<file path="config.mk">
export PLATFORM = sky130hd
export DESIGN_NAME = multi_mode_string_hash_flat
export DESIGN_NICKNAME = d
export VERILOG_FILES = /design/src/mmsh_pkg.sv /design/src/mmsh_channels.sv /design/src/multi_mode_string_hash.sv /design/src/flat_wrapper.sv
export VERILOG_INCLUDE_DIRS = /design/src /design/src/src
export SDC_FILE = /design/constraint.sdc
export NUM_CORES = 2
export LEC_CHECK = 0
export BUFFER_PORTS_ARGS = -buffer_cell sky130_fd_sc_hd__buf_2
export CAP_MARGIN = 20
export CORE_MARGIN = 4
export CORE_UTILIZATION = 55
export CTS_CLUSTER_DIAMETER = 200
export CTS_CLUSTER_SIZE = 40
export DETAILED_ROUTE_END_ITERATION = 12
export PLACE_DENSITY_LB_ADDON = 0.08
export SYNTH_ARGS = -nofsm -noshare
export SYNTH_HDL_FRONTEND = slang
export SYNTH_SLANG_ARGS = --single-unit
</file>
<file path="constraint.sdc">
create_clock -name clk -period 37.6 [get_ports clk]
set_input_delay 1.88 -clock clk [delete_from_list [all_inputs] [get_ports clk]]
set_output_delay 1.88 -clock clk [all_outputs]
set_load 0.05 [all_outputs]
</file>
<file path="src/multi_mode_string_hash_macros.svh">
// Assertion helpers shared by the string hash RTL.
`ifndef MULTI_MODE_STRING_HASH_MACROS_SVH
`define MULTI_MODE_STRING_HASH_MACROS_SVH

// Same-cycle implication, checked outside reset.
`define MMSH_ASSERT_SAME(label, clk, rst_n, ante, cons) \
    label: assert property (@(posedge clk) disable iff (!rst_n) (ante) |-> (cons)) \
        else $error("mmsh check failed");

// Next-cycle implication, checked outside reset.
`define MMSH_ASSERT_NEXT(label, clk, rst_n, ante, cons) \
    label: assert property (@(posedge clk) disable iff (!rst_n) (ante) |=> (cons)) \
        else $error("mmsh check failed");

`endif

</file>
<file path="src/mmsh_pkg.sv">
package mmsh_pkg;

    localparam int HASH_W = 32;
    localparam int BYTE_W = 8;
    localparam int LEN_W  = 16;
    localparam int MODE_W = 4;

    typedef logic [HASH_W-1:0] word_t;
    typedef logic [MODE_W-1:0] mode_t;

    localparam mode_t MODE_RS   = 4'd0;
    localparam mode_t MODE_JS   = 4'd1;
    localparam mode_t MODE_PJW  = 4'd2;
    localparam mode_t MODE_ELF  = 4'd3;
    localparam mode_t MODE_BKDR = 4'd4;
    localparam mode_t MODE_SDBM = 4'd5;
    localparam mode_t MODE_DJB  = 4'd6;
    localparam mode_t MODE_DEK  = 4'd7;
    localparam mode_t MODE_BP   = 4'd8;
    localparam mode_t MODE_FNV  = 4'd9;
    localparam mode_t MODE_AP   = 4'd10;

    localparam word_t RS_MUL_SEED = 32'd63689;
    localparam word_t RS_MUL_STEP = 32'd378551;
    localparam word_t JS_SEED     = 32'd1315423911;
    localparam word_t HIGH_NIBBLE = 32'hF000_0000;
    localparam word_t BKDR_MUL    = 32'd131;
    localparam word_t DJB_SEED    = 32'd5381;
    localparam word_t FNV_MUL     = 32'h811C_9DC5;
    localparam word_t AP_SEED     = 32'hAAAA_AAAA;

endpackage

</file>
<file path="src/mmsh_channels.sv">
interface mmsh_cfg_if;
    logic                        valid;
    logic                        ready;
    logic [mmsh_pkg::MODE_W-1:0] hash_mode;

    modport source (output valid, output hash_mode, input ready);
    modport sink   (input valid, input hash_mode, output ready);
endinterface

interface mmsh_msg_if;
    logic                        valid;
    logic                        ready;
    logic [mmsh_pkg::BYTE_W-1:0] data_byte;
    logic                        first_byte;
    logic                        last_byte;
    logic [mmsh_pkg::LEN_W-1:0]  msg_len;

    modport source (output valid, output data_byte, output first_byte, output last_byte,
                    output msg_len, input ready);
    modport sink   (input valid, input data_byte, input first_byte, input last_byte,
                    input msg_len, output ready);
endinterface

interface mmsh_hash_if;
    logic                        valid;
    logic                        ready;
    logic [mmsh_pkg::HASH_W-1:0] hash_value;

    modport source (output valid, output hash_value, input ready);
    modport sink   (input valid, input hash_value, output ready);
endinterface

</file>
<file path="src/multi_mode_string_hash.sv">
// Channel   Modport   Payload                                      Role
// cfg       sink      hash_mode[3:0]                               mode register write
// msg       sink      data_byte[7:0] first_byte last_byte msg_len  one message byte
// hash      source    hash_value[31:0]                             hash after the last byte
//
// One byte per cycle sustained while the output is not stalled. A byte is registered
// in stage 1 on acceptance and folded into the running hash when it leaves stage 1;
// a last byte loads the output register at that same edge.
// The fold (a shared 32x32 multiplier, an add, the RS step multiplier) sets the rate.
// Reset sets the mode to RS, clears the running hash and all valids, and reloads the
// RS multiplier seed.
// A stalled output holds only a last byte; bytes behind a held last byte wait.
`include "multi_mode_string_hash_macros.svh"

module multi_mode_string_hash (
    input logic         clk,
    input logic         rst_n,
    mmsh_cfg_if.sink    cfg,
    mmsh_msg_if.sink    msg,
    mmsh_hash_if.source hash
);

    mmsh_pkg::mode_t mode_reg;

    logic                        s1_valid_reg;
    logic [mmsh_pkg::BYTE_W-1:0] s1_byte_reg;
    logic                        s1_first_reg;
    logic                        s1_last_reg;
    logic [mmsh_pkg::LEN_W-1:0]  s1_len_reg;
    logic                        s1_fire;

    mmsh_pkg::word_t hash_reg;
    mmsh_pkg::word_t hash_next;
    mmsh_pkg::word_t rsm_reg;
    mmsh_pkg::word_t rsm_next;
    logic            odd_reg;

    logic            out_valid_reg;
    logic            out_valid_next;
    mmsh_pkg::word_t out_hash_reg;

    mmsh_pkg::word_t c;
    mmsh_pkg::word_t seed;
    mmsh_pkg::word_t h0;
    mmsh_pkg::word_t rsm0;
    logic            odd0;
    mmsh_pkg::word_t mul_a;
    mmsh_pkg::word_t mul_b;
    mmsh_pkg::word_t mul_p;
    mmsh_pkg::word_t rsm_step;
    mmsh_pkg::word_t nib;

    // Mode register; the user must write it only while idle, the block does not enforce it
    assign cfg.ready = 1'b1;

    always_ff @(posedge clk or negedge rst_n)
    begin
        if (!rst_n)
        begin
            mode_reg <= mmsh_pkg::MODE_RS;
        end
        else if (cfg.valid)
        begin
            mode_reg <= cfg.hash_mode;
        end
    end

    // Hold a byte in stage 1 until it can fold; a last byte also needs the output slot
    assign s1_fire   = s1_valid_reg && (!s1_last_reg || !out_valid_reg || hash.ready);
    assign msg.ready = !s1_valid_reg || s1_fire;

    always_ff @(posedge clk or negedge rst_n)
    begin
        if (!rst_n)
        begin
            s1_valid_reg <= 1'b0;
        end
        else if (msg.ready)
        begin
            s1_valid_reg <= msg.valid;
        end
    end

    always_ff @(posedge clk)
    begin
        if (msg.valid && msg.ready)
        begin
            s1_byte_reg  <= msg.data_byte;
            s1_first_reg <= msg.first_byte;
            s1_last_reg  <= msg.last_byte;
            s1_len_reg   <= msg.msg_len;
        end
    end

    // Fold
    assign c = {{(mmsh_pkg::HASH_W-mmsh_pkg::BYTE_W){s1_byte_reg[mmsh_pkg::BYTE_W-1]}},
                s1_byte_reg};

    always_comb
    begin
        case (mode_reg)
            mmsh_pkg::MODE_JS:  seed = mmsh_pkg::JS_SEED;
            mmsh_pkg::MODE_DJB: seed = mmsh_pkg::DJB_SEED;
            mmsh_pkg::MODE_DEK: seed = {{(mmsh_pkg::HASH_W-mmsh_pkg::LEN_W){1'b0}}, s1_len_reg};
            mmsh_pkg::MODE_AP:  seed = mmsh_pkg::AP_SEED;
            default:            seed = '0;
        endcase
    end

    assign h0   = s1_first_reg ? seed : hash_reg;
    assign rsm0 = s1_first_reg ? mmsh_pkg::RS_MUL_SEED : rsm_reg;
    assign odd0 = s1_first_reg ? 1'b0 : odd_reg;

    // One multiplier shared by RS, FNV and AP
    always_comb
    begin
        case (mode_reg)
            mmsh_pkg::MODE_RS:
            begin
                mul_a = h0;
                mul_b = rsm0;
            end
            mmsh_pkg::MODE_FNV:
            begin
                mul_a = h0;
                mul_b = mmsh_pkg::FNV_MUL;
            end
            default:
            begin
                mul_a = c;
                mul_b = h0 >> 3;
            end
        endcase
    end

    assign mul_p    = mul_a * mul_b;
    assign rsm_step = rsm0 * mmsh_pkg::RS_MUL_STEP;
    assign nib      = (h0 << 4) + c;

    always_comb
    begin
        rsm_next = rsm0;
        case (mode_reg)
            mmsh_pkg::MODE_RS:
            begin
                hash_next = mul_p + c;
                rsm_next  = rsm_step;
            end
            mmsh_pkg::MODE_JS:   hash_next = h0 ^ ((h0 << 5) + c + (h0 >> 2));
            mmsh_pkg::MODE_PJW,
            mmsh_pkg::MODE_ELF:
            begin
                if ((nib & mmsh_pkg::HIGH_NIBBLE) != '0)
                begin
                    hash_next = (nib ^ ((nib & mmsh_pkg::HIGH_NIBBLE) >> 24))
                                & ~mmsh_pkg::HIGH_NIBBLE;
                end
                else
                begin
                    hash_next = nib;
                end
            end
            mmsh_pkg::MODE_BKDR: hash_next = (h0 << 7) + (h0 << 1) + h0 + c;
            mmsh_pkg::MODE_SDBM: hash_next = c + (h0 << 6) + (h0 << 16) - h0;
            mmsh_pkg::MODE_DJB:  hash_next = (h0 << 5) + h0 + c;
            mmsh_pkg::MODE_DEK:  hash_next = ((h0 << 5) ^ (h0 >> 27)) ^ c;
            mmsh_pkg::MODE_BP:   hash_next = (h0 << 7) ^ c;
            mmsh_pkg::MODE_FNV:  hash_next = mul_p ^ c;
            mmsh_pkg::MODE_AP:
            begin
                if (!odd0)
                begin
                    hash_next = h0 ^ ((h0 << 7) ^ mul_p);
                end
                else
                begin
                    hash_next = h0 ^ ~(((h0 << 11) + c) ^ (h0 >> 5));
                end
            end
            default:             hash_next = h0;
        endcase
    end

    always_ff @(posedge clk or negedge rst_n)
    begin
        if (!rst_n)
        begin
            hash_reg <= '0;
            rsm_reg  <= mmsh_pkg::RS_MUL_SEED;
            odd_reg  <= 1'b0;
        end
        else if (s1_fire)
        begin
            hash_reg <= hash_next;
            rsm_reg  <= rsm_next;
            odd_reg  <= !odd0;
        end
    end

    // Output register
    assign out_valid_next = (out_valid_reg && !hash.ready) || (s1_fire && s1_last_reg);

    always_ff @(posedge clk or negedge rst_n)
    begin
        if (!rst_n)
        begin
            out_valid_reg <= 1'b0;
        end
        else
        begin
            out_valid_reg <= out_valid_next;
        end
    end

    always_ff @(posedge clk)
    begin
        if (s1_fire && s1_last_reg)
        begin
            out_hash_reg <= hash_next;
        end
    end

    assign hash.valid      = out_valid_reg;
    assign hash.hash_value = out_hash_reg;

    `MMSH_ASSERT_SAME(a_mid_byte_never_waits, clk, rst_n,
        s1_valid_reg && !s1_last_reg, s1_fire)
    `MMSH_ASSERT_NEXT(a_last_byte_emits, clk, rst_n,
        s1_fire && s1_last_reg, out_valid_reg && (out_hash_reg == $past(hash_next)))
    `MMSH_ASSERT_NEXT(a_first_byte_sets_odd, clk, rst_n,
        s1_fire && s1_first_reg, odd_reg)
    `MMSH_ASSERT_NEXT(a_rs_mult_only_in_rs, clk, rst_n,
        s1_fire && !s1_first_reg && (mode_reg != mmsh_pkg::MODE_RS), $stable(rsm_reg))

endmodule
</file>
<file path="src/flat_wrapper.sv">
// flat-port wrapper written by rule: the top's interface ports become plain ports
module multi_mode_string_hash_flat 
  (clk, rst_n, cfg_valid, cfg_hash_mode, cfg_ready, msg_valid, msg_data_byte, msg_first_byte, msg_last_byte, msg_msg_len, msg_ready, hash_valid, hash_hash_value, hash_ready);
  mmsh_cfg_if cfg_i ();
  mmsh_msg_if msg_i ();
  mmsh_hash_if hash_i ();
  input logic clk;
  input logic rst_n;
  input wire logic [$bits(cfg_i.valid)-1:0] cfg_valid;
  input wire logic [$bits(cfg_i.hash_mode)-1:0] cfg_hash_mode;
  output wire logic [$bits(cfg_i.ready)-1:0] cfg_ready;
  input wire logic [$bits(msg_i.valid)-1:0] msg_valid;
  input wire logic [$bits(msg_i.data_byte)-1:0] msg_data_byte;
  input wire logic [$bits(msg_i.first_byte)-1:0] msg_first_byte;
  input wire logic [$bits(msg_i.last_byte)-1:0] msg_last_byte;
  input wire logic [$bits(msg_i.msg_len)-1:0] msg_msg_len;
  output wire logic [$bits(msg_i.ready)-1:0] msg_ready;
  output wire logic [$bits(hash_i.valid)-1:0] hash_valid;
  output wire logic [$bits(hash_i.hash_value)-1:0] hash_hash_value;
  input wire logic [$bits(hash_i.ready)-1:0] hash_ready;
  assign cfg_i.valid = cfg_valid;
  assign cfg_i.hash_mode = cfg_hash_mode;
  assign cfg_ready = cfg_i.ready;
  assign msg_i.valid = msg_valid;
  assign msg_i.data_byte = msg_data_byte;
  assign msg_i.first_byte = msg_first_byte;
  assign msg_i.last_byte = msg_last_byte;
  assign msg_i.msg_len = msg_msg_len;
  assign msg_ready = msg_i.ready;
  assign hash_valid = hash_i.valid;
  assign hash_hash_value = hash_i.hash_value;
  assign hash_i.ready = hash_ready;
  multi_mode_string_hash u_core (.clk(clk), .rst_n(rst_n), .cfg(cfg_i), .msg(msg_i), .hash(hash_i));
endmodule
</file>
==> insert_results.sql <==
INSERT INTO impl_metrics (metric_group, metric, value, unit) VALUES
('run_status', 'status', 'finished, final reports clean', ''),
('die', 'die_area', '89300', 'um^2'),
('die', 'floorplan.die.height', '299', 'um'),
('sta', 'report.final.setup_viol', '0', ''),
('worst_setup_path', 'timing.critical_path.slowest_stage_cell', 'sky130_fd_sc_hd__o31ai_1', ''),
('clocking', 'clock_latency', '0.48', 'ns'),
('place', 'placement.io_buffers', '68', ''),
('min_path', 'min-delay-start', 'u_core.rsm_reg[20]', ''),
('detailed_routing', 'post_drt_wl_per_cell', '28.5', 'um'),
('place', 'place_congestion', '1.04', ''),
('run', 'max-cap-violations', '0', ''),
('sta', 'maxSlewViolCount', '0', ''),
('yosys', 'synthFlopType', 'sky130_fd_sc_hd__dfrtp_1', ''),
('sta', 'totalNegativeSetupSlack', '0', 'ns'),
('clocking', 'tritoncts', 'built', ''),
('yosys', 'post_synth_and_or_nand_nor_area_fraction', '0.124', ''),
('cells_and_area', 'drive_above_1_share', '0.0709', ''),
('clocking', 'clock_sinks', '129', ''),
('clocking', 'cts_root_buf', 'sky130_fd_sc_hd__clkbuf_16', ''),
('yosys', 'synth_compound_area_frac', '0.177', ''),
('global_route', 'antenna_found_initial', '14', ''),
('worst_setup_path', 'critical_path.top_delay_family', 'compound AO/OA/AOI/OAI gates', ''),
('yosys', 'async_reset_ff_frac', '0.550', ''),
('die', 'floorplan.core_area', '83700', 'um^2'),
('detailed_routing', 'ant_nets', '0', ''),
('worst_setup_path', 'ff2ff_setup_slack', '23.87', 'ns'),
('yosys', 'synth_edf_count', '58', ''),
('detailed_routing', 'totalWireLength', '187', 'mm'),
('clocking', 'cts.reportedPaths.clkPinSlew', '0.07', 'ns'),
('worst_setup_path', 'cell_with_the_most_instances_on_the_worst_path', 'sky130_fd_sc_hd__fa_1', ''),
('worst_setup_path', 'crit_type', 'flop to flop', ''),
('yosys', 'synth-seq-area-share', '0.0759', ''),
('yosys', 'synth_xor_area_frac', '0.0692', ''),
('worst_setup_path', 'worstReg2RegStart', 'u_core.mode_reg[3]', ''),
('worst_setup_path', 'cpPeakStageDelay', '0.93', 'ns'),
('worst_setup_path', 'worst_setup_path_startpoint', 'u_core.mode_reg[3]', ''),
('place', 'dp.cells', '6533', ''),
('die', 'initial_utilization', '0.556', ''),
('min_path', 'whs_path_depth', '2', ''),
('sta', 'rsz_0062_raised_after_global_routing', 'no', ''),
('cells_and_area', 'finalCoreUtilization', '0.588', ''),
('detailed_routing', 'vias', '41800', ''),
('detailed_routing', 'detailedRoute.firstIterationViolations', '5504', ''),
('global_route', 'first_global_vias', '41000', ''),
('place', 'dp_slack', '24.17', 'ns'),
('sta', 'timing.clock.skew', '0.0308', 'ns'),
('cells_and_area', 'design.final.nets', '6690', ''),
('worst_setup_path', 'register_to_register_path_depth', '40', ''),
('worst_setup_path', 'r2r-end', 'u_core.hash.hash_value[31]', ''),
('die', 'chipWidth', '299', 'um'),
('worst_setup_path', 'critPathArrivalTime', '13.94', 'ns'),
('yosys', 'syn_avg_cell_area', '8.64', 'um^2'),
('global_route', 'grt_util_met2', '0.597', ''),
('detailed_routing', 'vias_per_cell', '6.36', ''),
('clocking', 'cts_buffers', '17', ''),
('sta', 'slack_of_the_critical_path', '23.87', 'ns'),
('clocking', 'cts_htree_levels', '4', ''),
('clocking', 'hold_buffers', '0', ''),
('clocking', 'clk_path_buf_depth', '2', ''),
('yosys', 'post_synth_fa_ha_maj_area_fraction', '0.455', ''),
('die', 'floorplan.rows', '106', ''),
('worst_setup_path', 'cp_num_buf_inv', '4', ''),
('yosys', 'synthesis.yosys.warnings', '0', ''),
('die', 'ios', '70', ''),
('worst_setup_path', 'startpoint_type', 'flop', ''),
('worst_setup_path', 'critPathCaptureType', 'flop', ''),
('detailed_routing', 'drt-pass1-iter-count', '6', ''),
('cells_and_area', 'most_common_cell_after_layout_fill_and_taps_aside', 'sky130_fd_sc_hd__inv_1', ''),
('yosys', 'combinational_family_with_the_most_area_after_synthesis', 'adder cells', ''),
('detailed_routing', 'detail_route.drc_violations', '0', ''),
('global_route', 'grtUsageMet3', '0.128', '');
cell usage after synthesis (all sizes together), types with 10 or more instances:
cell | n | share of area
nand2b | 48 | 0.0065
o21ai | 296 | 0.032
xor2 | 77 | 0.015
edfxtp | 58 | 0.037
o22ai | 33 | 0.0046
o211ai | 39 | 0.0064
mux2i | 11 | 0.0024
xnor3 | 11 | 0.0054
and3 | 16 | 0.0022
a31oi | 18 | 0.0024
o221ai | 22 | 0.0043
nor2b | 58 | 0.0078
clkbuf | 145 | 0.012
a2111oi | 14 | 0.0028
a221o | 15 | 0.0032
buf | 46 | 0.0064
or2 | 34 | 0.0046
or3 | 20 | 0.0028
nand3b | 11 | 0.0019
nand4 | 22 | 0.0030
xnor2 | 258 | 0.049
a21oi | 347 | 0.038
nor3 | 46 | 0.0052
a22oi | 20 | 0.0034
a211oi | 40 | 0.0065
a21boi | 31 | 0.0050
o21bai | 43 | 0.0069
fa | 759 | 0.33
nand2 | 428 | 0.035
a221oi | 32 | 0.0062
o31ai | 20 | 0.0032
nor2 | 475 | 0.038
mux2 | 19 | 0.0046
ha | 477 | 0.13
o21a | 58 | 0.0094
dfrtp | 62 | 0.033
a2bb2oi | 10 | 0.0019
nand3 | 52 | 0.0056
inv | 914 | 0.074
and2 | 21 | 0.0028
a21o | 118 | 0.019
nor3b | 10 | 0.0017
worst register-to-register path: cells and delay by family, from the launching register on:
family,cells,cell delay [ns]
adders and majority gates,10,4.46
and+or+nand+nor,11,1.90
buffers and inverters,4,0.77
xor gates and xnor gates,1,0.44
AOI/OAI and AO/OA,14,5.60
DFF,1,0.32
layer usage:
layer / vias to the layer above / wire length, um
met5: - / 77
met2: 2712 / 76800
li1: 17900 / -
met4: 12 / 8830
met1: 20700 / 75700
met3: 552 / 25700
stage by stage:
step	hold slack, ns	instance area (um^2)
2_1_floorplan	0.442	46500
3_3_place_gp	0.455	48600
3_5_place_dp	0.465	48600
4_1_cts	0.479	49200
5_1_grt	0.507	49200
6_report	0.482	49200
worst max path at each step:
stage / to / slack (ns) / depth (start not counted)
final: u_core.hash.hash_value[31] / 23.87 / 40
after global routing: u_core.hash.hash_value[31] / 23.19 / 39
after CTS: u_core.hash.hash_value[31] / 24.12 / 39
after detailed placement: u_core.hash.hash_value[31] / 24.17 / 39
after global placement: u_core.hash.hash_value[31] / 24.44 / 39
after floorplan: u_core.hash.hash_value[31] / 22.55 / 36
cells by family (layout without fill, tap and decap cells):
kind of cell / Yosys count / count (layout)
other: 1 / 8
AO/OA/AOI/OAI: 1257 / 1257
XOR/XNOR: 346 / 346
AND/OR/NAND/NOR: 1275 / 1275
adder cells (fa/ha/maj): 1236 / 1236
multiplexers: 30 / 30
flip-flops: 129 / 129
buffers and inverters: 1109 / 1158
cell type report:
class                           count  share of cell area
Clock buffer                       17             0.00864
Sequential cell                   129              0.0717
Inverter                          918              0.0701
Tap cell                         1134              0.0288
Timing Repair Buffer              208              0.0288
Clock inverter                     15             0.00343
Multi-Input combinational cell   4145               0.788
Antenna cell                        7            0.000356
Power is not shown: default switching activity piles up to over one toggle a cycle in this logic, so the estimate is an artifact.
